--- src/sv/wl16_pkg.sv ---
package wl16_pkg;

    // Field and register widths
    localparam int PIX_W  = 16;
    localparam int OUT_W  = 8;
    localparam int WID_W  = 17;
    localparam int IDX_W  = 2;
    localparam int PROD_W = PIX_W + OUT_W;
    localparam int CNT_W  = 3;

    // Mapping constants
    localparam logic [PIX_W-1:0] PIX_MAX = 16'hFFFF;
    localparam logic [OUT_W-1:0] OUT_MAX = 8'd255;
    localparam logic [OUT_W-1:0] OUT_MID = 8'd128;
    localparam logic [OUT_W-1:0] OUT_MIN = 8'd0;

    // Register indexes
    localparam logic [IDX_W-1:0] REG_USE_WINDOW    = 2'd0;
    localparam logic [IDX_W-1:0] REG_WINDOW_CENTER = 2'd1;
    localparam logic [IDX_W-1:0] REG_WINDOW_WIDTH  = 2'd2;

    // Register reset values
    localparam logic [PIX_W-1:0] CENTER_RST = 16'd32768;
    localparam logic [WID_W-1:0] WIDTH_RST  = 17'd65535;

    // Request codes
    localparam logic REQ_GATHER = 1'b0;
    localparam logic REQ_MAP    = 1'b1;

    // Last quotient step
    localparam logic [CNT_W-1:0] DIV_LAST = 3'd7;

    typedef enum logic [2:0] {
        ST_IDLE,
        ST_BOUNDS,
        ST_PREP,
        ST_DIV,
        ST_DONE
    } t_state;

endpackage

--- src/sv/window_level_16_to_8.sv ---
// Channel | Direction | Handshake                  | Payload
// in      | sink      | i_in_valid / o_in_stall    | i_req_type, i_pixel_in, i_frame_start
// out     | source    | o_out_valid / i_out_stall  | o_pixel_out
// cfg     | sink      | i_cfg_valid / o_cfg_ready  | i_cfg_index, i_cfg_data
//
// A gather beat is folded into the frame min/max in the cycle it is taken.
// A map beat goes through bounds, subtract and scale, 8 shared restoring-division
// steps and hand-off; the next beat is taken once the sequencer is back in idle.
// Out-of-range and equal-bound pixels skip the division.
// The output register lets a beat in while a result waits; a second result holds the
// sequencer in its last state. Reset (i_rst_n low, synchronous) clears control and config.
module window_level_16_to_8 (
    input  logic                       i_clk,
    input  logic                       i_rst_n,
    input  logic                       i_in_valid,
    output logic                       o_in_stall,
    input  logic                       i_req_type,
    input  logic [wl16_pkg::PIX_W-1:0] i_pixel_in,
    input  logic                       i_frame_start,
    output logic                       o_out_valid,
    input  logic                       i_out_stall,
    output logic [wl16_pkg::OUT_W-1:0] o_pixel_out,
    input  logic                       i_cfg_valid,
    output logic                       o_cfg_ready,
    input  logic [wl16_pkg::IDX_W-1:0] i_cfg_index,
    input  logic [wl16_pkg::WID_W-1:0] i_cfg_data
);
    import wl16_pkg::*;

    t_state             r_state, n_state;
    logic               r_use_window;
    logic [PIX_W-1:0]   r_center;
    logic [WID_W-1:0]   r_width;
    logic [PIX_W-1:0]   r_min, r_max;
    logic [PIX_W-1:0]   r_pix;
    logic [PIX_W-1:0]   r_lo, r_hi;
    logic [PIX_W-1:0]   r_rem;
    logic [PIX_W-1:0]   r_den;
    logic [OUT_W-1:0]   r_num;
    logic [OUT_W-1:0]   r_quot;
    logic [CNT_W-1:0]   r_cnt;
    logic               r_out_valid;
    logic [OUT_W-1:0]   r_pixel_out;

    logic               s_in_acc, s_cfg_acc, s_out_free;
    logic               s_in_stall, s_cfg_ready, s_load_out;
    logic [PIX_W-1:0]   s_half, s_lo, s_hi, s_min_base, s_max_base;
    logic [PIX_W:0]     s_hi_sum;
    logic               s_special;
    logic [OUT_W-1:0]   s_special_val;
    logic [PIX_W-1:0]   s_diff;
    logic [PROD_W-1:0]  s_prod;
    logic [PIX_W:0]     s_trial;
    logic [PIX_W+1:0]   s_sub;
    logic               s_ge;

    assign s_in_acc   = i_in_valid && !s_in_stall;
    assign s_cfg_acc  = i_cfg_valid && s_cfg_ready;
    assign s_out_free = !r_out_valid || !i_out_stall;

    // Window bounds, clamped to the pixel range, or frame min/max when the window is off
    assign s_half   = r_width[WID_W-1:1];
    assign s_hi_sum = {1'b0, r_center} + {1'b0, s_half};
    always_comb begin
        if (r_use_window) begin
            s_lo = (r_center > s_half) ? (r_center - s_half) : '0;
            s_hi = s_hi_sum[PIX_W] ? PIX_MAX : s_hi_sum[PIX_W-1:0];
        end else begin
            s_lo = r_min;
            s_hi = r_max;
        end
    end

    // Special cases, checked in this order
    always_comb begin
        s_special     = 1'b1;
        s_special_val = OUT_MIN;
        priority if (r_pix < r_lo) begin
            s_special_val = OUT_MIN;
        end else if (r_pix > r_hi) begin
            s_special_val = OUT_MAX;
        end else if (r_lo == r_hi) begin
            s_special_val = OUT_MID;
        end else begin
            s_special = 1'b0;
        end
    end

    // 255 * (p - lo) as (x << 8) - x
    assign s_diff = r_pix - r_lo;
    assign s_prod = {s_diff, {OUT_W{1'b0}}} - {{OUT_W{1'b0}}, s_diff};

    // Shared restoring-division step
    assign s_trial = {r_rem, r_num[OUT_W-1]};
    assign s_sub   = {1'b0, s_trial} - {2'b00, r_den};
    assign s_ge    = !s_sub[PIX_W+1];

    // Frame statistics base, cleared on frame start
    assign s_min_base = i_frame_start ? PIX_MAX : r_min;
    assign s_max_base = i_frame_start ? '0 : r_max;

    // Next state
    always_comb begin
        n_state = r_state;
        unique case (r_state)
            ST_IDLE: begin
                if (s_in_acc && i_req_type == REQ_MAP) begin
                    n_state = ST_BOUNDS;
                end
            end
            ST_BOUNDS: n_state = ST_PREP;
            ST_PREP:   n_state = s_special ? ST_DONE : ST_DIV;
            ST_DIV: begin
                if (r_cnt == DIV_LAST) begin
                    n_state = ST_DONE;
                end
            end
            ST_DONE: begin
                if (s_out_free) begin
                    n_state = ST_IDLE;
                end
            end
            default:   n_state = ST_IDLE;
        endcase
    end

    // Sequencer outputs
    always_comb begin
        s_in_stall  = 1'b1;
        s_cfg_ready = 1'b0;
        s_load_out  = 1'b0;
        unique case (r_state)
            ST_IDLE: begin
                s_in_stall  = 1'b0;
                s_cfg_ready = 1'b1;
            end
            ST_DONE:   s_load_out = s_out_free;
            default: begin
                s_in_stall = 1'b1;
            end
        endcase
    end

    // Control registers
    always_ff @(posedge i_clk) begin
        if (!i_rst_n) begin
            r_state      <= ST_IDLE;
            r_use_window <= 1'b0;
            r_center     <= CENTER_RST;
            r_width      <= WIDTH_RST;
            r_min        <= PIX_MAX;
            r_max        <= '0;
            r_out_valid  <= 1'b0;
            r_cnt        <= '0;
        end else begin
            r_state <= n_state;
            if (s_cfg_acc) begin
                unique case (i_cfg_index)
                    REG_USE_WINDOW:    r_use_window <= i_cfg_data[0];
                    REG_WINDOW_CENTER: r_center     <= i_cfg_data[PIX_W-1:0];
                    REG_WINDOW_WIDTH:  r_width      <= i_cfg_data;
                    default:           ;
                endcase
            end
            if (s_in_acc && i_req_type == REQ_GATHER) begin
                r_min <= (i_pixel_in < s_min_base) ? i_pixel_in : s_min_base;
                r_max <= (i_pixel_in > s_max_base) ? i_pixel_in : s_max_base;
            end
            if (s_load_out) begin
                r_out_valid <= 1'b1;
            end else if (!i_out_stall) begin
                r_out_valid <= 1'b0;
            end
            if (r_state == ST_DIV) begin
                r_cnt <= r_cnt + 1'b1;
            end else begin
                r_cnt <= '0;
            end
        end
    end

    // Datapath registers
    always_ff @(posedge i_clk) begin
        if (s_in_acc) begin
            r_pix <= i_pixel_in;
        end
        if (r_state == ST_BOUNDS) begin
            r_lo <= s_lo;
            r_hi <= s_hi;
        end
        if (r_state == ST_PREP) begin
            r_rem  <= s_prod[PROD_W-1:OUT_W];
            r_num  <= s_prod[OUT_W-1:0];
            r_den  <= r_hi - r_lo;
            r_quot <= s_special_val;
        end
        if (r_state == ST_DIV) begin
            r_rem  <= s_ge ? s_sub[PIX_W-1:0] : s_trial[PIX_W-1:0];
            r_num  <= {r_num[OUT_W-2:0], 1'b0};
            r_quot <= {r_quot[OUT_W-2:0], s_ge};
        end
        if (s_load_out) begin
            r_pixel_out <= r_quot;
        end
    end

    assign o_in_stall  = s_in_stall;
    assign o_cfg_ready = s_cfg_ready;
    assign o_out_valid = r_out_valid;
    assign o_pixel_out = r_pixel_out;

    // Partial remainder stays below the divisor
    a_rem_below_den: assert property (@(posedge i_clk) disable iff (!i_rst_n)
        r_state == ST_DIV |-> r_rem < r_den)
        else $error("division remainder not below divisor");

    // A map beat starts the sequencer
    a_map_starts: assert property (@(posedge i_clk) disable iff (!i_rst_n)
        s_in_acc && i_req_type == REQ_MAP |=> r_state == ST_BOUNDS)
        else $error("map beat did not start the sequencer");

    // A gathered pixel lies within the statistics
    a_gather_bounds: assert property (@(posedge i_clk) disable iff (!i_rst_n)
        s_in_acc && i_req_type == REQ_GATHER
        |=> r_min <= $past(i_pixel_in) && r_max >= $past(i_pixel_in))
        else $error("gathered pixel outside frame min/max");

    // Eight quotient steps, then hand-off
    a_div_length: assert property (@(posedge i_clk) disable iff (!i_rst_n)
        r_state == ST_DIV && r_cnt == DIV_LAST |=> r_state == ST_DONE)
        else $error("division did not end after eight steps");

endmodule

--- config.mk ---
export PLATFORM = sky130hd
export DESIGN_NAME = window_level_16_to_8
export DESIGN_NICKNAME = d
export VERILOG_FILES = /design/src/sv/wl16_pkg.sv /design/src/sv/window_level_16_to_8.sv
export SDC_FILE = /design/constraint.sdc
export NUM_CORES = 1
export LEC_CHECK = 0
export ABC_AREA = 1
export BUFFER_PORTS_ARGS = -buffer_cell sky130_fd_sc_hd__clkbuf_2
export CELL_PAD_IN_SITES_DETAIL_PLACEMENT = 0
export CELL_PAD_IN_SITES_GLOBAL_PLACEMENT = 1
export CORE_UTILIZATION = 30
export CTS_BUF_LIST = sky130_fd_sc_hd__clkbuf_4
export DETAILED_ROUTE_END_ITERATION = 12
export PLACE_DENSITY_LB_ADDON = 0.3
export SLEW_MARGIN = 20
export SYNTH_ARGS = -nofsm -noshare
export SYNTH_HDL_FRONTEND = slang
export SYNTH_SLANG_ARGS = --single-unit
--- constraint.sdc ---
create_clock -name i_clk -period 4.3 [get_ports i_clk]
set_clock_uncertainty 0.1 [all_clocks]
set_input_delay 0.43 -clock i_clk [delete_from_list [all_inputs] [get_ports i_clk]]
set_output_delay 0.43 -clock i_clk [all_outputs]
set_load 0.01 [all_outputs]
==> impl_metrics.tcl <==
set metrics [dict create \
    period_minus_slack_ns 3.70 \
    setup_viol 0 \
    status "finished clean" \
    final.period_utilization_pct 86.1 \
    syn_inst 1714 \
    num_rows 75 \
    fin_tns_setup_ns 0 \
    cts.sink_count 176 \
    n_fill_cell 4551 \
    fp.dieH_um 210 \
    yosysTopAreaCell "edfxtp_1" \
    holdPathStages 1 \
    final_max_slew_viol_count 0 \
    relSlewSlack_pct 26.1 \
    r2r-start "r_pix[8]" \
    holdPathEnd "r_pix[12]" \
    ys_async_sr_fraction_pct 0 \
    critPathMaxStageDelay_ns 0.45 \
    p_leak_nw 6.72 \
    grt_max_degree 46 \
    dr.first_iter.drc_count 658 \
    nets 1967 \
    cts_tree "done" \
    ys_warn_count 0 \
    antenna_found_initial 1 \
    clk_pin_slew_ns 0.17 \
    dp_cells 2273 \
    ff2ff_setup_slack_ns 0.60 \
    cts_max_level 4 \
    synth-seq-area-share_pct 35.2 \
    p_total_mw 7.00 \
    drt-wirelength-per-cell_um 16.8 \
    crit_path_cell_trace "ha_1, nand2_1, inv_1, nand2_1, nand2_1, a21oi_1, nand2_1, nand2_1, nand2_1, a21oi_1, xnor2_1, inv_1, ha_1, nand2_1, inv_1, a21oi_1, nand4_1, a21oi_1, nand3_1, nand3_1, nand2_1" \
    multi_input_area_mm2 0.00730 \
    drc 0 \
    start_util_pct 30.7 \
    cp.required_ns 4.59 \
    drive_gt1_share_pct 7.73 \
    grt_pass1_vias 11400 \
    drv_cap 0 \
    critPathCaptureType "register" \
    hold_viol 0 \
    root_buffer "clkbuf_4" \
    area.growth.synth_to_final_pct 11.9 \
    cp_num_buf_inv 3 \
    vias 11600 \
    path_delay_family "simple AND/OR/NAND/NOR gates" \
    hold_class "in -> reg" \
    core_area_mm2 0.0422 \
    worstSkewPairLatency_ns 0.63 \
    cts.repair.resized 0 \
    cp.arrival_ns 3.99 \
    final_cells 2338 \
    hold_slack_ns 0.0693 \
    cts_made_buffers 17 \
    syn_nets 1896 \
    r2r_cells 21 \
    dp_hpwl_mm 31.4 \
    postCtsSetupRepairBufs 0 \
    peakVddDrop_v 0.000185 \
    detail-route-antenna-nets 0 \
    crit_start "r_pix[8]" \
    synth_top_area_share_pct 23.9 \
    max_freq_mhz 270 \
    synth_area_leaders "edfxtp_1 (24%), ha_1 (13%), dfxtp_1 (11%)" \
    grt_use_total_pct 18.3 \
    worstMarginPinSlew_ns 1.11 \
    synthFlopType "edfxtp_1" \
    die_x_um 210 \
    rsz0062_at_grt "false" \
    critPathMaxFanout 5 \
    final_common_cell "nand2_1" \
    criticalPathCategory "reg -> reg" \
    grt_overflow 0 \
    critPathSlowestCell "edfxtp_1" \
    ys_ff_latch 176 \
    cts_max_path_buffers 2 \
    final_cell_mix "nand2_1 (346), inv_1 (237), a21oi_1 (164), ha_1 (135), nor2_1 (132)" \
    dr.pass1.iters 5 \
    gp_congestion 0.884 \
    cp_common_cell "nand2_1" \
    synth_edf_count 103 \
    r2r_end "r_rem[12]" \
    start_kind "register" \
    pin_count 53 \
    syn_avg_cell_area_um2 7.56 \
    synth_cell_types 53 \
    power_density_mw_per_mm2 483 \
    die_area_mm2 0.0440 \
    drt-total-wl_mm 39.2 \
    seqCellArea_mm2 0.00455 \
    drt-vias-per-instance 4.96 \
    port_buffers 52 \
    utilization_pct 34.3 \
    holdCritStartpoint "i_pixel_in[12]" \
    grt_pass1_wl_mm 62.4 \
    netlist_area_mm2 0.0130 \
]
-- cell usage after synthesis (8+ instances only) --
cell type	number
edfxtp_1	103
nand3_1	97
nor2_1	135
nand2_1	346
nor3_1	21
o21ai_0	116
clkbuf_1	42
nand2_2	9
inv_1	237
a21oi_1	164
ha_1	135
dfxtp_1	73
nand3b_1	21
inv_2	8
xor2_1	31
o211ai_1	25
o21bai_1	9
nand4_1	24
xnor2_1	20
a31oi_1	12
-- final cells by class --
| class | count | area share (%) |
|---|---|---|
| clock inverter | 15 | 1.29 |
| antenna | 1 | 0.0173 |
| sequential | 176 | 31.4 |
| tap | 539 | 4.65 |
| multi-input combinational | 1242 | 50.3 |
| inverter | 246 | 6.37 |
| clock buffer | 17 | 0.880 |
| timing repair buffer | 102 | 5.02 |
-- sequential cells by signal (all words and copies together) (netlist names) --
register,cells
r_pix,16
r_rem,16
r_center,16
r_min,16
r_quot,8
r_max,16
r_use_window,1
r_num,8
r_state,3
o_out_valid,1
r_hi,16
r_den,16
o_pixel_out,8
r_cnt,3
r_lo,16
r_width,16
-- cells by family (layout without fill, tap and decap cells) --
logic type	after synthesis	count (layout)	synth area share (%)
compound gates	371	371	15.9
buf+inv	296	380	8.66
simple gates	679	679	22.9
xor+xnor	52	52	3.57
other cells	0	1	0
fa+ha+maj	140	140	13.8
flops	176	176	35.2
-- worst max-delay path by stage --
stage | end | slack [ns] | depth (start not counted)
global placement | r_rem[12] | 0.70 | 21
CTS | r_rem[12] | 0.60 | 21
finish | r_rem[12] | 0.60 | 21
global route | r_rem[14] | 0.19 | 22
detailed placement | r_rem[12] | 0.63 | 21
floorplan | r_num[2] | 0.71 | 6
-- where the power goes --
part | internal [mW] | switching (mW) | total, mW | leakage [nW]
combinational | 1.22 | 2.39 | 3.61 | 5.01
clock | 0.376 | 0.698 | 1.07 | 0.169
sequential | 2.18 | 0.139 | 2.32 | 1.54
total | 3.77 | 3.23 | 7.00 | 6.72
-- stage by stage --
step / worst slack (ns) / area [um^2]
CTS: 0.604 / 14500
global placement: 0.701 / 13900
floorplan: 0.709 / 13000
finish: 0.599 / 14500
detailed placement: 0.631 / 13900
global route: 0.186 / 14500
-- per-layer routing --
layer  GRT usage [%]  share of wire, %  vias to the layer above
met2            32.1                49                      200
li1                -                 -                     5931
met5               0                 0                        -
met4            5.84               2.6                        0
met1            22.8                45                     5433
met3            2.66               3.0                       37
-- repair_timing --
item / CTS / global route
hold buffers: 30 / 2
setup endpoints to repair: 0 / 0
endpoints found under the hold margin: 45 / 2
Note: power is estimated with default switching activity, not from simulation.
